File: src/rtl/wsdt_pkg.sv
`default_nettype none

package wsdt_pkg;

    // widths of the run counter and the distance accumulator
    localparam int DIST_WIDTH = 48;
    localparam int RUN_WIDTH = 40;

    // fixed field widths
    localparam int PULSE_WIDTH = 20;
    localparam int IVL_WIDTH = 24;
    localparam int DPP_WIDTH = 20;
    localparam int IVL_UM_WIDTH = PULSE_WIDTH + DPP_WIDTH;
    localparam int SPEED_WIDTH = 16;
    localparam int TOT_WIDTH = 48;
    localparam int CFG_INDEX_WIDTH = 1;
    localparam int CFG_DATA_WIDTH = 24;

    // scaling by 1000 adds ten bits
    localparam int SCALE_BITS = 10;

    // derived widths
    localparam int WIDE_WIDTH = (DIST_WIDTH > IVL_UM_WIDTH) ? DIST_WIDTH : IVL_UM_WIDTH;
    localparam int SUM_WIDTH = WIDE_WIDTH + 1;
    localparam int NUM_WIDTH = WIDE_WIDTH + SCALE_BITS;
    localparam int DEN_WIDTH = (RUN_WIDTH > IVL_WIDTH) ? RUN_WIDTH : IVL_WIDTH;
    localparam int REM_WIDTH = DEN_WIDTH + 1;
    localparam int CMP_WIDTH =
        (NUM_WIDTH > DEN_WIDTH + SPEED_WIDTH) ? NUM_WIDTH : DEN_WIDTH + SPEED_WIDTH;
    localparam int TOT_CMP_WIDTH = (DIST_WIDTH > TOT_WIDTH) ? DIST_WIDTH : TOT_WIDTH;
    localparam int DIV_STEPS = SPEED_WIDTH;
    localparam int CNT_WIDTH = $clog2(DIV_STEPS + 1);

    typedef logic [PULSE_WIDTH-1:0]     pulses_t;
    typedef logic [IVL_WIDTH-1:0]       ivl_t;
    typedef logic [DPP_WIDTH-1:0]       dpp_t;
    typedef logic [IVL_UM_WIDTH-1:0]    ivl_um_t;
    typedef logic [RUN_WIDTH-1:0]       run_t;
    typedef logic [DIST_WIDTH-1:0]      dist_t;
    typedef logic [SUM_WIDTH-1:0]       sum_t;
    typedef logic [NUM_WIDTH-1:0]       num_t;
    typedef logic [DEN_WIDTH-1:0]       den_t;
    typedef logic [REM_WIDTH-1:0]       rem_t;
    typedef logic [CMP_WIDTH-1:0]       cmp_t;
    typedef logic [SPEED_WIDTH-1:0]     speed_t;
    typedef logic [TOT_WIDTH-1:0]       tot_t;
    typedef logic [TOT_CMP_WIDTH-1:0]   tot_cmp_t;
    typedef logic [CNT_WIDTH-1:0]       cnt_t;
    typedef logic [CFG_INDEX_WIDTH-1:0] cfg_index_t;
    typedef logic [CFG_DATA_WIDTH-1:0]  cfg_data_t;

    // register indexes
    localparam cfg_index_t REG_INTERVAL_TICKS = 1'd0;
    localparam cfg_index_t REG_DIST_PER_PULSE = 1'd1;

    // reset values and limits
    localparam ivl_t INTERVAL_TICKS_RESET = 24'd200000;
    localparam dpp_t DIST_PER_PULSE_RESET = 20'd204204;
    localparam pulses_t PULSE_MAX = '1;
    localparam ivl_t IVL_MAX = '1;
    localparam run_t RUN_MAX = '1;
    localparam dist_t DIST_MAX = '1;
    localparam tot_t TOT_MAX = '1;
    localparam speed_t SPEED_MAX = '1;

    // controller to datapath
    typedef struct packed {
        logic accept;
        logic mul;
        logic add;
        logic scale_hi;
        logic scale_lo;
        logic sel_avg;
        logic div_start;
        logic store_cur;
        logic store_avg;
        logic emit;
    } cmd_t;

    // datapath to controller
    typedef struct packed {
        logic hit;
        logic div_busy;
        logic out_free;
    } status_t;

endpackage

`default_nettype wire

File: src/rtl/wsdt_if.sv
`default_nettype none

// tick item channel
interface wsdt_tick_if;
    logic valid;
    logic ready;
    logic pulse;
    logic clear_run;

    modport source (output valid, output pulse, output clear_run, input ready);
    modport sink (input valid, input pulse, input clear_run, output ready);
endinterface

// result item channel
interface wsdt_result_if;
    logic                   valid;
    logic                   ready;
    wsdt_pkg::speed_t       current_speed_mms;
    wsdt_pkg::speed_t       average_speed_mms;
    wsdt_pkg::tot_t         total_distance_um;

    modport source (output valid, output current_speed_mms, output average_speed_mms,
                    output total_distance_um, input ready);
    modport sink (input valid, input current_speed_mms, input average_speed_mms,
                  input total_distance_um, output ready);
endinterface

// configuration write channel
interface wsdt_cfg_if;
    logic                   valid;
    logic                   ready;
    wsdt_pkg::cfg_index_t   index;
    wsdt_pkg::cfg_data_t    data;

    modport source (output valid, output index, output data, input ready);
    modport sink (input valid, input index, input data, output ready);
endinterface

`default_nettype wire

File: src/rtl/wsdt_div.sv
`default_nettype none

// saturating divider, one quotient bit per cycle
module wsdt_div (
    input  wire logic               clk,
    input  wire logic               rst_n,
    input  wire logic               start,
    input  wire wsdt_pkg::num_t     num,
    input  wire wsdt_pkg::den_t     den,
    output logic                    busy,
    output wsdt_pkg::speed_t        quot
);

    logic                   busy_reg, busy_next;
    wsdt_pkg::cnt_t         cnt_reg, cnt_next;
    wsdt_pkg::rem_t         rem_reg, rem_next;
    wsdt_pkg::den_t         den_reg, den_next;
    wsdt_pkg::speed_t       low_reg, low_next;
    wsdt_pkg::speed_t       quot_reg, quot_next;

    logic                   sat;
    wsdt_pkg::rem_t         rem_shift;
    logic                   fits;

    // quotient too large for sixteen bits
    assign sat = wsdt_pkg::cmp_t'(num) >=
                 (wsdt_pkg::cmp_t'(den) << wsdt_pkg::SPEED_WIDTH);

    // one restoring step
    assign rem_shift = {rem_reg[wsdt_pkg::REM_WIDTH-2:0], low_reg[wsdt_pkg::SPEED_WIDTH-1]};
    assign fits = rem_shift >= wsdt_pkg::rem_t'(den_reg);

    always_comb
    begin
        busy_next = busy_reg;
        cnt_next = cnt_reg;
        rem_next = rem_reg;
        den_next = den_reg;
        low_next = low_reg;
        quot_next = quot_reg;
        if (start)
        begin
            den_next = den;
            low_next = num[wsdt_pkg::SPEED_WIDTH-1:0];
            // upper part is below the divisor when not saturated
            rem_next = wsdt_pkg::rem_t'(num >> wsdt_pkg::SPEED_WIDTH);
            if (sat)
            begin
                quot_next = wsdt_pkg::SPEED_MAX;
                busy_next = 1'b0;
                cnt_next = '0;
            end
            else
            begin
                quot_next = '0;
                busy_next = 1'b1;
                cnt_next = wsdt_pkg::cnt_t'(wsdt_pkg::DIV_STEPS);
            end
        end
        else if (busy_reg)
        begin
            rem_next = fits ? (rem_shift - wsdt_pkg::rem_t'(den_reg)) : rem_shift;
            quot_next = {quot_reg[wsdt_pkg::SPEED_WIDTH-2:0], fits};
            low_next = {low_reg[wsdt_pkg::SPEED_WIDTH-2:0], 1'b0};
            cnt_next = cnt_reg - 1'b1;
            busy_next = (cnt_reg != wsdt_pkg::cnt_t'(1));
        end
    end

    // control state
    always_ff @(posedge clk or negedge rst_n)
    begin
        if (!rst_n)
        begin
            busy_reg <= 1'b0;
            cnt_reg <= '0;
        end
        else
        begin
            busy_reg <= busy_next;
            cnt_reg <= cnt_next;
        end
    end

    // working registers
    always_ff @(posedge clk)
    begin
        rem_reg <= rem_next;
        den_reg <= den_next;
        low_reg <= low_next;
        quot_reg <= quot_next;
    end

    assign busy = busy_reg;
    assign quot = quot_reg;

    // a division either runs or ends saturated at once
    a_start_result: assert property (@(posedge clk) disable iff (!rst_n)
        start |=> busy_reg || (quot_reg == wsdt_pkg::SPEED_MAX))
        else $error("divider start left neither busy nor saturated");

endmodule

`default_nettype wire

File: src/rtl/wsdt_ctrl.sv
`default_nettype none

// sequencer for one tick item
module wsdt_ctrl (
    input  wire logic                clk,
    input  wire logic                rst_n,
    input  wire logic                tick_valid,
    output logic                     tick_ready,
    input  wire wsdt_pkg::status_t   sts,
    output wsdt_pkg::cmd_t           cmd
);

    localparam logic [2:0] S_IDLE      = 3'd0;
    localparam logic [2:0] S_MUL       = 3'd1;
    localparam logic [2:0] S_ADD       = 3'd2;
    localparam logic [2:0] S_SCALE_HI  = 3'd3;
    localparam logic [2:0] S_SCALE_LO  = 3'd4;
    localparam logic [2:0] S_DIV_START = 3'd5;
    localparam logic [2:0] S_DIV_WAIT  = 3'd6;
    localparam logic [2:0] S_EMIT      = 3'd7;

    logic [2:0] state_reg, state_next;
    logic       phase_reg, phase_next;

    // next state and commands
    always_comb
    begin
        state_next = state_reg;
        phase_next = phase_reg;
        cmd = '0;
        cmd.sel_avg = phase_reg;
        tick_ready = 1'b0;
        unique case (state_reg)
            S_IDLE:
            begin
                tick_ready = 1'b1;
                if (tick_valid)
                begin
                    cmd.accept = 1'b1;
                    if (sts.hit)
                    begin
                        state_next = S_MUL;
                    end
                end
            end
            S_MUL:
            begin
                cmd.mul = 1'b1;
                state_next = S_ADD;
            end
            S_ADD:
            begin
                cmd.add = 1'b1;
                phase_next = 1'b0;
                state_next = S_SCALE_HI;
            end
            S_SCALE_HI:
            begin
                cmd.scale_hi = 1'b1;
                state_next = S_SCALE_LO;
            end
            S_SCALE_LO:
            begin
                cmd.scale_lo = 1'b1;
                state_next = S_DIV_START;
            end
            S_DIV_START:
            begin
                cmd.div_start = 1'b1;
                state_next = S_DIV_WAIT;
            end
            S_DIV_WAIT:
            begin
                if (!sts.div_busy)
                begin
                    if (phase_reg)
                    begin
                        cmd.store_avg = 1'b1;
                        state_next = S_EMIT;
                    end
                    else
                    begin
                        cmd.store_cur = 1'b1;
                        phase_next = 1'b1;
                        state_next = S_SCALE_HI;
                    end
                end
            end
            S_EMIT:
            begin
                if (sts.out_free)
                begin
                    cmd.emit = 1'b1;
                    state_next = S_IDLE;
                end
            end
            default:
            begin
                state_next = S_IDLE;
            end
        endcase
    end

    always_ff @(posedge clk or negedge rst_n)
    begin
        if (!rst_n)
        begin
            state_reg <= S_IDLE;
            phase_reg <= 1'b0;
        end
        else
        begin
            state_reg <= state_next;
            phase_reg <= phase_next;
        end
    end

    // the divider is never restarted while it runs
    a_no_restart: assert property (@(posedge clk) disable iff (!rst_n)
        cmd.div_start |-> !sts.div_busy)
        else $error("divider started while busy");

endmodule

`default_nettype wire

File: src/rtl/wsdt_dp.sv
`default_nettype none

// counters, configuration, arithmetic and output register
module wsdt_dp (
    input  wire logic                   clk,
    input  wire logic                   rst_n,
    input  wire wsdt_pkg::cmd_t         cmd,
    output wsdt_pkg::status_t           sts,
    input  wire logic                   pulse,
    input  wire logic                   clear_run,
    input  wire logic                   cfg_write,
    input  wire wsdt_pkg::cfg_index_t   cfg_index,
    input  wire wsdt_pkg::cfg_data_t    cfg_data,
    output logic                        result_valid,
    input  wire logic                   result_ready,
    output wsdt_pkg::speed_t            current_speed_mms,
    output wsdt_pkg::speed_t            average_speed_mms,
    output wsdt_pkg::tot_t              total_distance_um
);

    wsdt_pkg::ivl_t     ticks_reg;
    wsdt_pkg::dpp_t     dpp_reg;
    wsdt_pkg::pulses_t  pulses_reg, pulses_next;
    wsdt_pkg::ivl_t     ivl_reg, ivl_next;
    wsdt_pkg::run_t     run_reg, run_next;
    wsdt_pkg::dist_t    total_reg, total_next;
    wsdt_pkg::ivl_um_t  ivl_um_reg;
    wsdt_pkg::num_t     num_reg;
    wsdt_pkg::speed_t   cur_reg;
    wsdt_pkg::speed_t   avg_reg;
    logic               out_valid_reg, out_valid_next;
    wsdt_pkg::speed_t   out_cur_reg;
    wsdt_pkg::speed_t   out_avg_reg;
    wsdt_pkg::tot_t     out_tot_reg;

    wsdt_pkg::pulses_t  pulses_inc;
    wsdt_pkg::ivl_t     ivl_inc;
    wsdt_pkg::run_t     run_inc;
    wsdt_pkg::sum_t     sum;
    wsdt_pkg::num_t     scale_src;
    wsdt_pkg::den_t     den;
    logic               div_busy;
    wsdt_pkg::speed_t   quot;
    wsdt_pkg::tot_t     tot_sat;

    // saturating increments for the incoming tick
    assign pulses_inc = (pulse && (pulses_reg != wsdt_pkg::PULSE_MAX))
                        ? pulses_reg + 1'b1 : pulses_reg;
    assign ivl_inc = (ivl_reg != wsdt_pkg::IVL_MAX) ? ivl_reg + 1'b1 : ivl_reg;
    assign run_inc = (run_reg != wsdt_pkg::RUN_MAX) ? run_reg + 1'b1 : run_reg;

    // interval ends on this tick
    assign sts.hit = !clear_run && (ivl_inc >= ticks_reg);
    assign sts.div_busy = div_busy;
    assign sts.out_free = !out_valid_reg || result_ready;

    // saturating distance sum
    assign sum = wsdt_pkg::sum_t'(total_reg) + wsdt_pkg::sum_t'(ivl_um_reg);

    // operand selection for the two speeds
    assign scale_src = cmd.sel_avg ? wsdt_pkg::num_t'(total_reg)
                                   : wsdt_pkg::num_t'(ivl_um_reg);
    assign den = cmd.sel_avg ? wsdt_pkg::den_t'(run_reg) : wsdt_pkg::den_t'(ivl_reg);

    // total clamped to the output field
    assign tot_sat = (wsdt_pkg::tot_cmp_t'(total_reg) > wsdt_pkg::tot_cmp_t'(wsdt_pkg::TOT_MAX))
                     ? wsdt_pkg::TOT_MAX : wsdt_pkg::tot_t'(total_reg);

    // counter updates
    always_comb
    begin
        pulses_next = pulses_reg;
        ivl_next = ivl_reg;
        run_next = run_reg;
        total_next = total_reg;
        if (cmd.accept)
        begin
            if (clear_run)
            begin
                pulses_next = '0;
                ivl_next = '0;
                run_next = '0;
                total_next = '0;
            end
            else
            begin
                pulses_next = pulses_inc;
                ivl_next = ivl_inc;
                run_next = run_inc;
            end
        end
        if (cmd.add)
        begin
            total_next = (sum > wsdt_pkg::sum_t'(wsdt_pkg::DIST_MAX))
                         ? wsdt_pkg::DIST_MAX : wsdt_pkg::dist_t'(sum);
        end
        if (cmd.emit)
        begin
            pulses_next = '0;
            ivl_next = '0;
        end
    end

    // output register handshake
    always_comb
    begin
        out_valid_next = out_valid_reg;
        if (result_ready)
        begin
            out_valid_next = 1'b0;
        end
        if (cmd.emit)
        begin
            out_valid_next = 1'b1;
        end
    end

    // state and configuration registers
    always_ff @(posedge clk or negedge rst_n)
    begin
        if (!rst_n)
        begin
            ticks_reg <= wsdt_pkg::INTERVAL_TICKS_RESET;
            dpp_reg <= wsdt_pkg::DIST_PER_PULSE_RESET;
            pulses_reg <= '0;
            ivl_reg <= '0;
            run_reg <= '0;
            total_reg <= '0;
            out_valid_reg <= 1'b0;
        end
        else
        begin
            if (cfg_write)
            begin
                unique case (cfg_index)
                    wsdt_pkg::REG_INTERVAL_TICKS: ticks_reg <= cfg_data;
                    wsdt_pkg::REG_DIST_PER_PULSE: dpp_reg <= cfg_data[wsdt_pkg::DPP_WIDTH-1:0];
                    default: ticks_reg <= ticks_reg;
                endcase
            end
            pulses_reg <= pulses_next;
            ivl_reg <= ivl_next;
            run_reg <= run_next;
            total_reg <= total_next;
            out_valid_reg <= out_valid_next;
        end
    end

    // arithmetic payload registers
    always_ff @(posedge clk)
    begin
        if (cmd.mul)
        begin
            ivl_um_reg <= wsdt_pkg::ivl_um_t'(pulses_reg) * wsdt_pkg::ivl_um_t'(dpp_reg);
        end
        // times 1000 as (x * 992) then plus (x * 8)
        if (cmd.scale_hi)
        begin
            num_reg <= (scale_src << 10) - (scale_src << 5);
        end
        if (cmd.scale_lo)
        begin
            num_reg <= num_reg + (scale_src << 3);
        end
        if (cmd.store_cur)
        begin
            cur_reg <= quot;
        end
        if (cmd.store_avg)
        begin
            avg_reg <= (run_reg == '0) ? '0 : quot;
        end
        if (cmd.emit)
        begin
            out_cur_reg <= cur_reg;
            out_avg_reg <= avg_reg;
            out_tot_reg <= tot_sat;
        end
    end

    wsdt_div u_div (
        .clk   (clk),
        .rst_n (rst_n),
        .start (cmd.div_start),
        .num   (num_reg),
        .den   (den),
        .busy  (div_busy),
        .quot  (quot)
    );

    assign result_valid = out_valid_reg;
    assign current_speed_mms = out_cur_reg;
    assign average_speed_mms = out_avg_reg;
    assign total_distance_um = out_tot_reg;

    // a waiting result is never overwritten
    a_no_overwrite: assert property (@(posedge clk) disable iff (!rst_n)
        cmd.emit |-> (!out_valid_reg || result_ready))
        else $error("result register overwritten");

    // distance only falls on a clear
    a_total_monotonic: assert property (@(posedge clk) disable iff (!rst_n)
        !(cmd.accept && clear_run) |=> total_reg >= $past(total_reg))
        else $error("distance decreased without clear");

endmodule

`default_nettype wire

File: src/rtl/wheel_speed_distance_tracker.sv
// Wheel speed and distance tracker.
// tick channel: one item per microsecond tick, with a pulse flag (sensor falling
// edge seen) and a clear_run flag. clear_run zeroes the run and gives no result.
// result channel: one item each time the measurement interval elapses, carrying
// current speed and average speed in mm/s (saturating at 65535) and the total
// distance in micrometres since the last clear.
// cfg channel: index 0 writes interval_ticks, index 1 writes distance_per_pulse_um;
// always ready, to be written only while the block is idle.
// Ticks: a tick that does not end an interval leaves the sequencer idle and ready
// for the next tick. A tick that ends an interval holds off further ticks while
// the sequencer runs one multiply, one add, then two divisions on a shared divider
// that produces one quotient bit per cycle (16 steps each, after scaling and a
// start); a division whose quotient saturates ends at once. The result then waits
// until the output register is free.
// The result sits in an output register; a stalled receiver holds it there and
// ticks keep being accepted until the next interval result is ready to load.
// Reset: counters and distance are zero, interval_ticks is 200000 and
// distance_per_pulse_um is 204204, no result is pending.
`default_nettype none

module wheel_speed_distance_tracker (
    input  wire logic       clk,
    input  wire logic       rst_n,
    wsdt_tick_if.sink       tick,
    wsdt_result_if.source   result,
    wsdt_cfg_if.sink        cfg
);

    wsdt_pkg::cmd_t     cmd;
    wsdt_pkg::status_t  sts;
    logic               tick_ready;

    assign tick.ready = tick_ready;
    assign cfg.ready = 1'b1;

    wsdt_ctrl u_ctrl (
        .clk        (clk),
        .rst_n      (rst_n),
        .tick_valid (tick.valid),
        .tick_ready (tick_ready),
        .sts        (sts),
        .cmd        (cmd)
    );

    wsdt_dp u_dp (
        .clk               (clk),
        .rst_n             (rst_n),
        .cmd               (cmd),
        .sts               (sts),
        .pulse             (tick.pulse),
        .clear_run         (tick.clear_run),
        .cfg_write         (cfg.valid),
        .cfg_index         (cfg.index),
        .cfg_data          (cfg.data),
        .result_valid      (result.valid),
        .result_ready      (result.ready),
        .current_speed_mms (result.current_speed_mms),
        .average_speed_mms (result.average_speed_mms),
        .total_distance_um (result.total_distance_um)
    );

endmodule

`default_nettype wire
File: src/flat_wrapper.sv
// flat-port wrapper written by rule: the top's interface ports become plain ports
module wheel_speed_distance_tracker_flat 
  (clk, rst_n, tick_valid, tick_pulse, tick_clear_run, tick_ready, result_valid, result_current_speed_mms, result_average_speed_mms, result_total_distance_um, result_ready, cfg_valid, cfg_index, cfg_data, cfg_ready);
  wsdt_tick_if tick_i ();
  wsdt_result_if result_i ();
  wsdt_cfg_if cfg_i ();
  input  wire logic clk;
  input  wire logic rst_n;
  input wire logic [$bits(tick_i.valid)-1:0] tick_valid;
  input wire logic [$bits(tick_i.pulse)-1:0] tick_pulse;
  input wire logic [$bits(tick_i.clear_run)-1:0] tick_clear_run;
  output wire logic [$bits(tick_i.ready)-1:0] tick_ready;
  output wire logic [$bits(result_i.valid)-1:0] result_valid;
  output wire logic [$bits(result_i.current_speed_mms)-1:0] result_current_speed_mms;
  output wire logic [$bits(result_i.average_speed_mms)-1:0] result_average_speed_mms;
  output wire logic [$bits(result_i.total_distance_um)-1:0] result_total_distance_um;
  input wire logic [$bits(result_i.ready)-1:0] result_ready;
  input wire logic [$bits(cfg_i.valid)-1:0] cfg_valid;
  input wire logic [$bits(cfg_i.index)-1:0] cfg_index;
  input wire logic [$bits(cfg_i.data)-1:0] cfg_data;
  output wire logic [$bits(cfg_i.ready)-1:0] cfg_ready;
  assign tick_i.valid = tick_valid;
  assign tick_i.pulse = tick_pulse;
  assign tick_i.clear_run = tick_clear_run;
  assign tick_ready = tick_i.ready;
  assign result_valid = result_i.valid;
  assign result_current_speed_mms = result_i.current_speed_mms;
  assign result_average_speed_mms = result_i.average_speed_mms;
  assign result_total_distance_um = result_i.total_distance_um;
  assign result_i.ready = result_ready;
  assign cfg_i.valid = cfg_valid;
  assign cfg_i.index = cfg_index;
  assign cfg_i.data = cfg_data;
  assign cfg_ready = cfg_i.ready;
  wheel_speed_distance_tracker u_core (.clk(clk), .rst_n(rst_n), .tick(tick_i), .result(result_i), .cfg(cfg_i));
endmodule
File: config.mk
export PLATFORM = sky130hd
export DESIGN_NAME = wheel_speed_distance_tracker_flat
export DESIGN_NICKNAME = d
export VERILOG_FILES = /design/src/rtl/wsdt_pkg.sv /design/src/rtl/wsdt_if.sv /design/src/rtl/wsdt_div.sv /design/src/rtl/wsdt_ctrl.sv /design/src/rtl/wsdt_dp.sv /design/src/rtl/wheel_speed_distance_tracker.sv /design/src/flat_wrapper.sv
export SDC_FILE = /design/constraint.sdc
export NUM_CORES = 2
export LEC_CHECK = 0
export ABC_CLOCK_PERIOD_IN_PS = 8500
export BUFFER_PORTS_ARGS = -buffer_cell sky130_fd_sc_hd__buf_2
export CAP_MARGIN = 20
export CORE_MARGIN = 4
export CORE_UTILIZATION = 40
export DETAILED_ROUTE_END_ITERATION = 10
export GPL_TIMING_DRIVEN = 0
export PLACE_DENSITY = 0.55
export SETUP_SLACK_MARGIN = 0.02
export SYNTH_ARGS = -nofsm -noshare
export SYNTH_HDL_FRONTEND = slang
export SYNTH_HIERARCHICAL = 1
export SYNTH_SLANG_ARGS = --single-unit
File: constraint.sdc
create_clock -name clk -period 8.5 [get_ports clk]
set_input_delay 1.275 -clock clk [delete_from_list [all_inputs] [get_ports clk]]
set_output_delay 1.275 -clock clk [all_outputs]
set_load 0.01 [all_outputs]
==> results.md <==
* Status: complete, no violations
* Worst VDD drop at ~250 uV
* Placement Setup Slack at 0.0418 ns
* Final WS setup at between 0.4 and 0.5 ns
* Clock power share at between 10% and 20%
* Post-route ant nets at 0
* CTS max path bufs at 3
* Port bufs at 113
* I/O pins at between 100 and 150
* H-tree Lvls at 2
* PD cells at between 300 and 400 mW/mm^2
* Iter 0 DRT Violations at between 2000 and 3000
* Setup crit end kind: flop
* Post-synth EDFFs at between 300 and 400
* Die Area at 0.122 mm^2
* Clock Skew at around 0.053 ns
* Gate power share at 61.5%
* Final hold violations at 0
* Post-synthesis register bit count at slightly above 500
* Synth top area share at about a fifth
* R2R Setup Slk at between 0.4 and 0.5 ns
* Rel. slew slack at between 20% and 30%
* Antenna violations before repair at 7
* FP Rows at around 120
* Power Internal at 9.80 mW
* Worst Setup Start Kind: flop
* Vias per std cell at 5.48
* Most used DFF post-synth: edfxtp_1
* Fmax at between 0.1 and 0.15 GHz
* Yosys cell types at 102
* Area growth from synthesis to layout at 10.3%
* Final critical-path share of the clock period at between 90% and 100%
* Top cells by area, synth: edfxtp_1 21%, fa_1 14%, ha_1 11%, dfrtp_1 9.2%, inv_1 4.7%
* Detailed Route WL at roughly 140000 um
* Share of cells above drive strength 1 at approximately 8%
* Global-route usage over all layers at between 20% and 30%
* TritonRoute pass-1 iters at 5
* Vias in the first global route at between 30000 and 40000
* First-pass GRT wire length at around 220000 um
* Post-CTS Setup Repair Bufs at 0
* Via Count at roughly 36000
* Seq pwr share at between 20% and 30%
* Crit path DAT at 8.49 ns
* CP required at approximately 8.9 ns
* Die span in y at between 300 and 400 um
* Unrepaired setup endpoints after global routing: no
* Crit-path max FO at 10
* Net Sw Frac at around 48%
* Clock latency on the worst-skew pair at slightly below 0.7 ns
* Core area at between 0.1 and 0.15 mm^2
* Total grt overflow at 0
* Fin crit period at between 8 and 9 ns
* Psw at roughly 9 mW
* Clock tree sinks at between 500 and 600
* Hpwl dp at between 100000 and 150000 um
* Yosys warns at 6
* Leakage power at 23.2 nW
* Post-synthesis sequential area ratio at ~30%
* Avg Inst Size Synth at ~9.5 um^2
* Final net count at approximately 5900
* Max-cap violation count at 0
* GPL Wtd Cong at approximately 0.94
* Slew at the pin closest to its max-slew limit at 1.05 ns
* Max reg flops at 55
* Largest net degree at the start of global routing at 79
* Initial Util at just over 40%
* Type of the worst setup path: flop to flop
* TritonCTS Buffers at 60
* Die width at ~350 um
* Post-synth ARST share at between 30% and 40%
* Power, Total at about 19 mW
* Slew Viols, Final at 0
* Reg clk slew, reported paths at about 0.060 ns
* Netlist Area Pre-Place at around 0.047 mm^2
* Post-Syn Instances at roughly 4900
* CTS tree: built
* Clock Root Buffer: clkbuf_16
* DRC at 0
* Endpoints failing setup at 0
* Area leader, netlist: edfxtp_1
* Worst hold path type: flop to flop
* Final setup TNS at 0 ns
* Routed WL per cell at about 22 um
power groups by stage:
stage	Combinational [mW]	Sequential [mW]	Clock (mW)
2_1_floorplan	8.34	4.24	0
3_3_place_gp	11.2	4.60	0
3_5_place_dp	11.3	4.58	0
4_1_cts	11.4	4.53	2.80
5_1_grt	12.7	4.59	2.89
6_report	11.5	4.52	2.71
final timing paths:
path                                                       start                                           to  cells after the start
setup / recovery           u_core/u_dp/pulses_reg[9]$_DFFE_PN0P_         u_core/u_dp/ivl_um_reg[38]$_DFFE_PP_                     26
hold / removal             u_core/u_dp/avg_reg[13]$_SDFFCE_PN0P_  u_core/u_dp/average_speed_mms[13]$_DFFE_PP_                      0
setup reg to reg           u_core/u_dp/pulses_reg[9]$_DFFE_PN0P_         u_core/u_dp/ivl_um_reg[38]$_DFFE_PP_                     26
hold reg to reg            u_core/u_dp/avg_reg[13]$_SDFFCE_PN0P_  u_core/u_dp/average_speed_mms[13]$_DFFE_PP_                      0
max in group asynchronous                                  rst_n          u_core/u_dp/dpp_reg[12]$_DFFE_PN1P_                      3
min in group asynchronous                                  rst_n        u_core/u_dp/total_reg[29]$_DFFE_PN0P_                      1
critical path, stage by stage, from the launching register on:
cell,delay [ns]
dfrtp_1,0.42
clkbuf_2,0.33
and2_1,0.26
fa_1,0.48
fa_1,0.52
inv_1,0.06
fa_1,0.56
inv_1,0.06
fa_1,0.50
inv_1,0.05
fa_1,0.48
inv_1,0.06
fa_1,0.53
inv_1,0.06
fa_1,0.53
inv_1,0.04
ha_1,0.37
o21ai_0,0.18
nor2_1,0.07
or3_1,0.40
and4_1,0.24
o311a_1,0.43
o41ai_2,0.50
o211ai_1,0.19
a31o_2,0.27
a21oi_1,0.17
xnor2_1,0.08
cells by family (layout without fill, tap and decap cells):
| group | count (synthesis) | count (layout) | synth area share (%) |
|---|---|---|---|
| AO/OA/AOI/OAI | 1031 | 1031 | 14.7 |
| XOR/XNOR | 268 | 268 | 5.04 |
| multiplexers | 122 | 122 | 2.81 |
| adder cells (fa/ha/maj) | 719 | 719 | 24.5 |
| flip-flops | 506 | 506 | 30.7 |
| buffers and inverters | 858 | 1092 | 7.04 |
| other | 2 | 9 | 0.0161 |
| AND/OR/NAND/NOR | 1404 | 1404 | 15.2 |
stage by stage:
step           hold WS (ns)  instance area [um^2]  std cells  util [%]
4_1_cts               0.419                 51400       6661      44.7
2_1_floorplan         0.400                 46600       4915         -
3_3_place_gp          0.403                 49100       6540      42.7
5_1_grt               0.422                 51400       6661      44.7
3_5_place_dp          0.405                 49300       6549      42.9
6_report              0.417                 51400       6663      44.7
synth_stat cells, types with 62 or more instances:
master    number
a21o_1       114
a21oi_1      315
and2_1       286
clkbuf_1     241
dfrtp_1      171
edfxtp_1     319
fa_1         323
ha_1         396
inv_1        580
mux2_2        65
nand2_1      418
nand3_1      104
nand4_1       62
nor2_1       235
o21ai_0      204
xnor2_1      147
xor2_1       121
layer usage:
metal	wire, um	share of wire (%)	global-route usage, %
met1	62700	43	31.1
met2	69100	48	40.4
met3	6840	4.7	3.16
met4	5550	3.8	7.88
met5	0	0	0
layout make-up:
| type | instances | area (um^2) |
|---|---|---|
| repair buffers | 123 | 768 |
| flip-flops and latches | 506 | 14300 |
| fillers | 11300 | 63600 |
| diodes | 2 | 5.00 |
| plain buffers | 274 | 1130 |
| well taps | 1512 | 1890 |
| clock buffers | 71 | 1600 |
| clock inverters | 41 | 472 |
| multi-input cells | 3551 | 29100 |
| inverters | 583 | 2190 |
cells in the final DEF, fill, tap and decap left out, drive strengths merged, types with 32 or more instances in the layout:
| cell type | count |
|---|---|
| inv | 586 |
| nand2 | 419 |
| ha | 396 |
| fa | 323 |
| edfxtp | 319 |
| a21oi | 317 |
| clkbuf | 311 |
| and2 | 287 |
| nor2 | 235 |
| o21ai | 220 |
| dfrtp | 171 |
| buf | 155 |
| xnor2 | 147 |
| xor2 | 121 |
| a21o | 114 |
| nand3 | 104 |
| a31oi | 71 |
| mux2 | 66 |
| nand4 | 63 |
| mux2i | 56 |
| nor3 | 56 |
| and3 | 53 |
| o21a | 44 |
| a211oi | 42 |
| nor2b | 40 |
| o21bai | 34 |
| nand2b | 32 |
timing repair:
item	in CTS	in global routing
hold buffers	0	0
resized for setup	0	61
endpoints found under the setup margin	0	2
(Power assumes the default switching activity.)
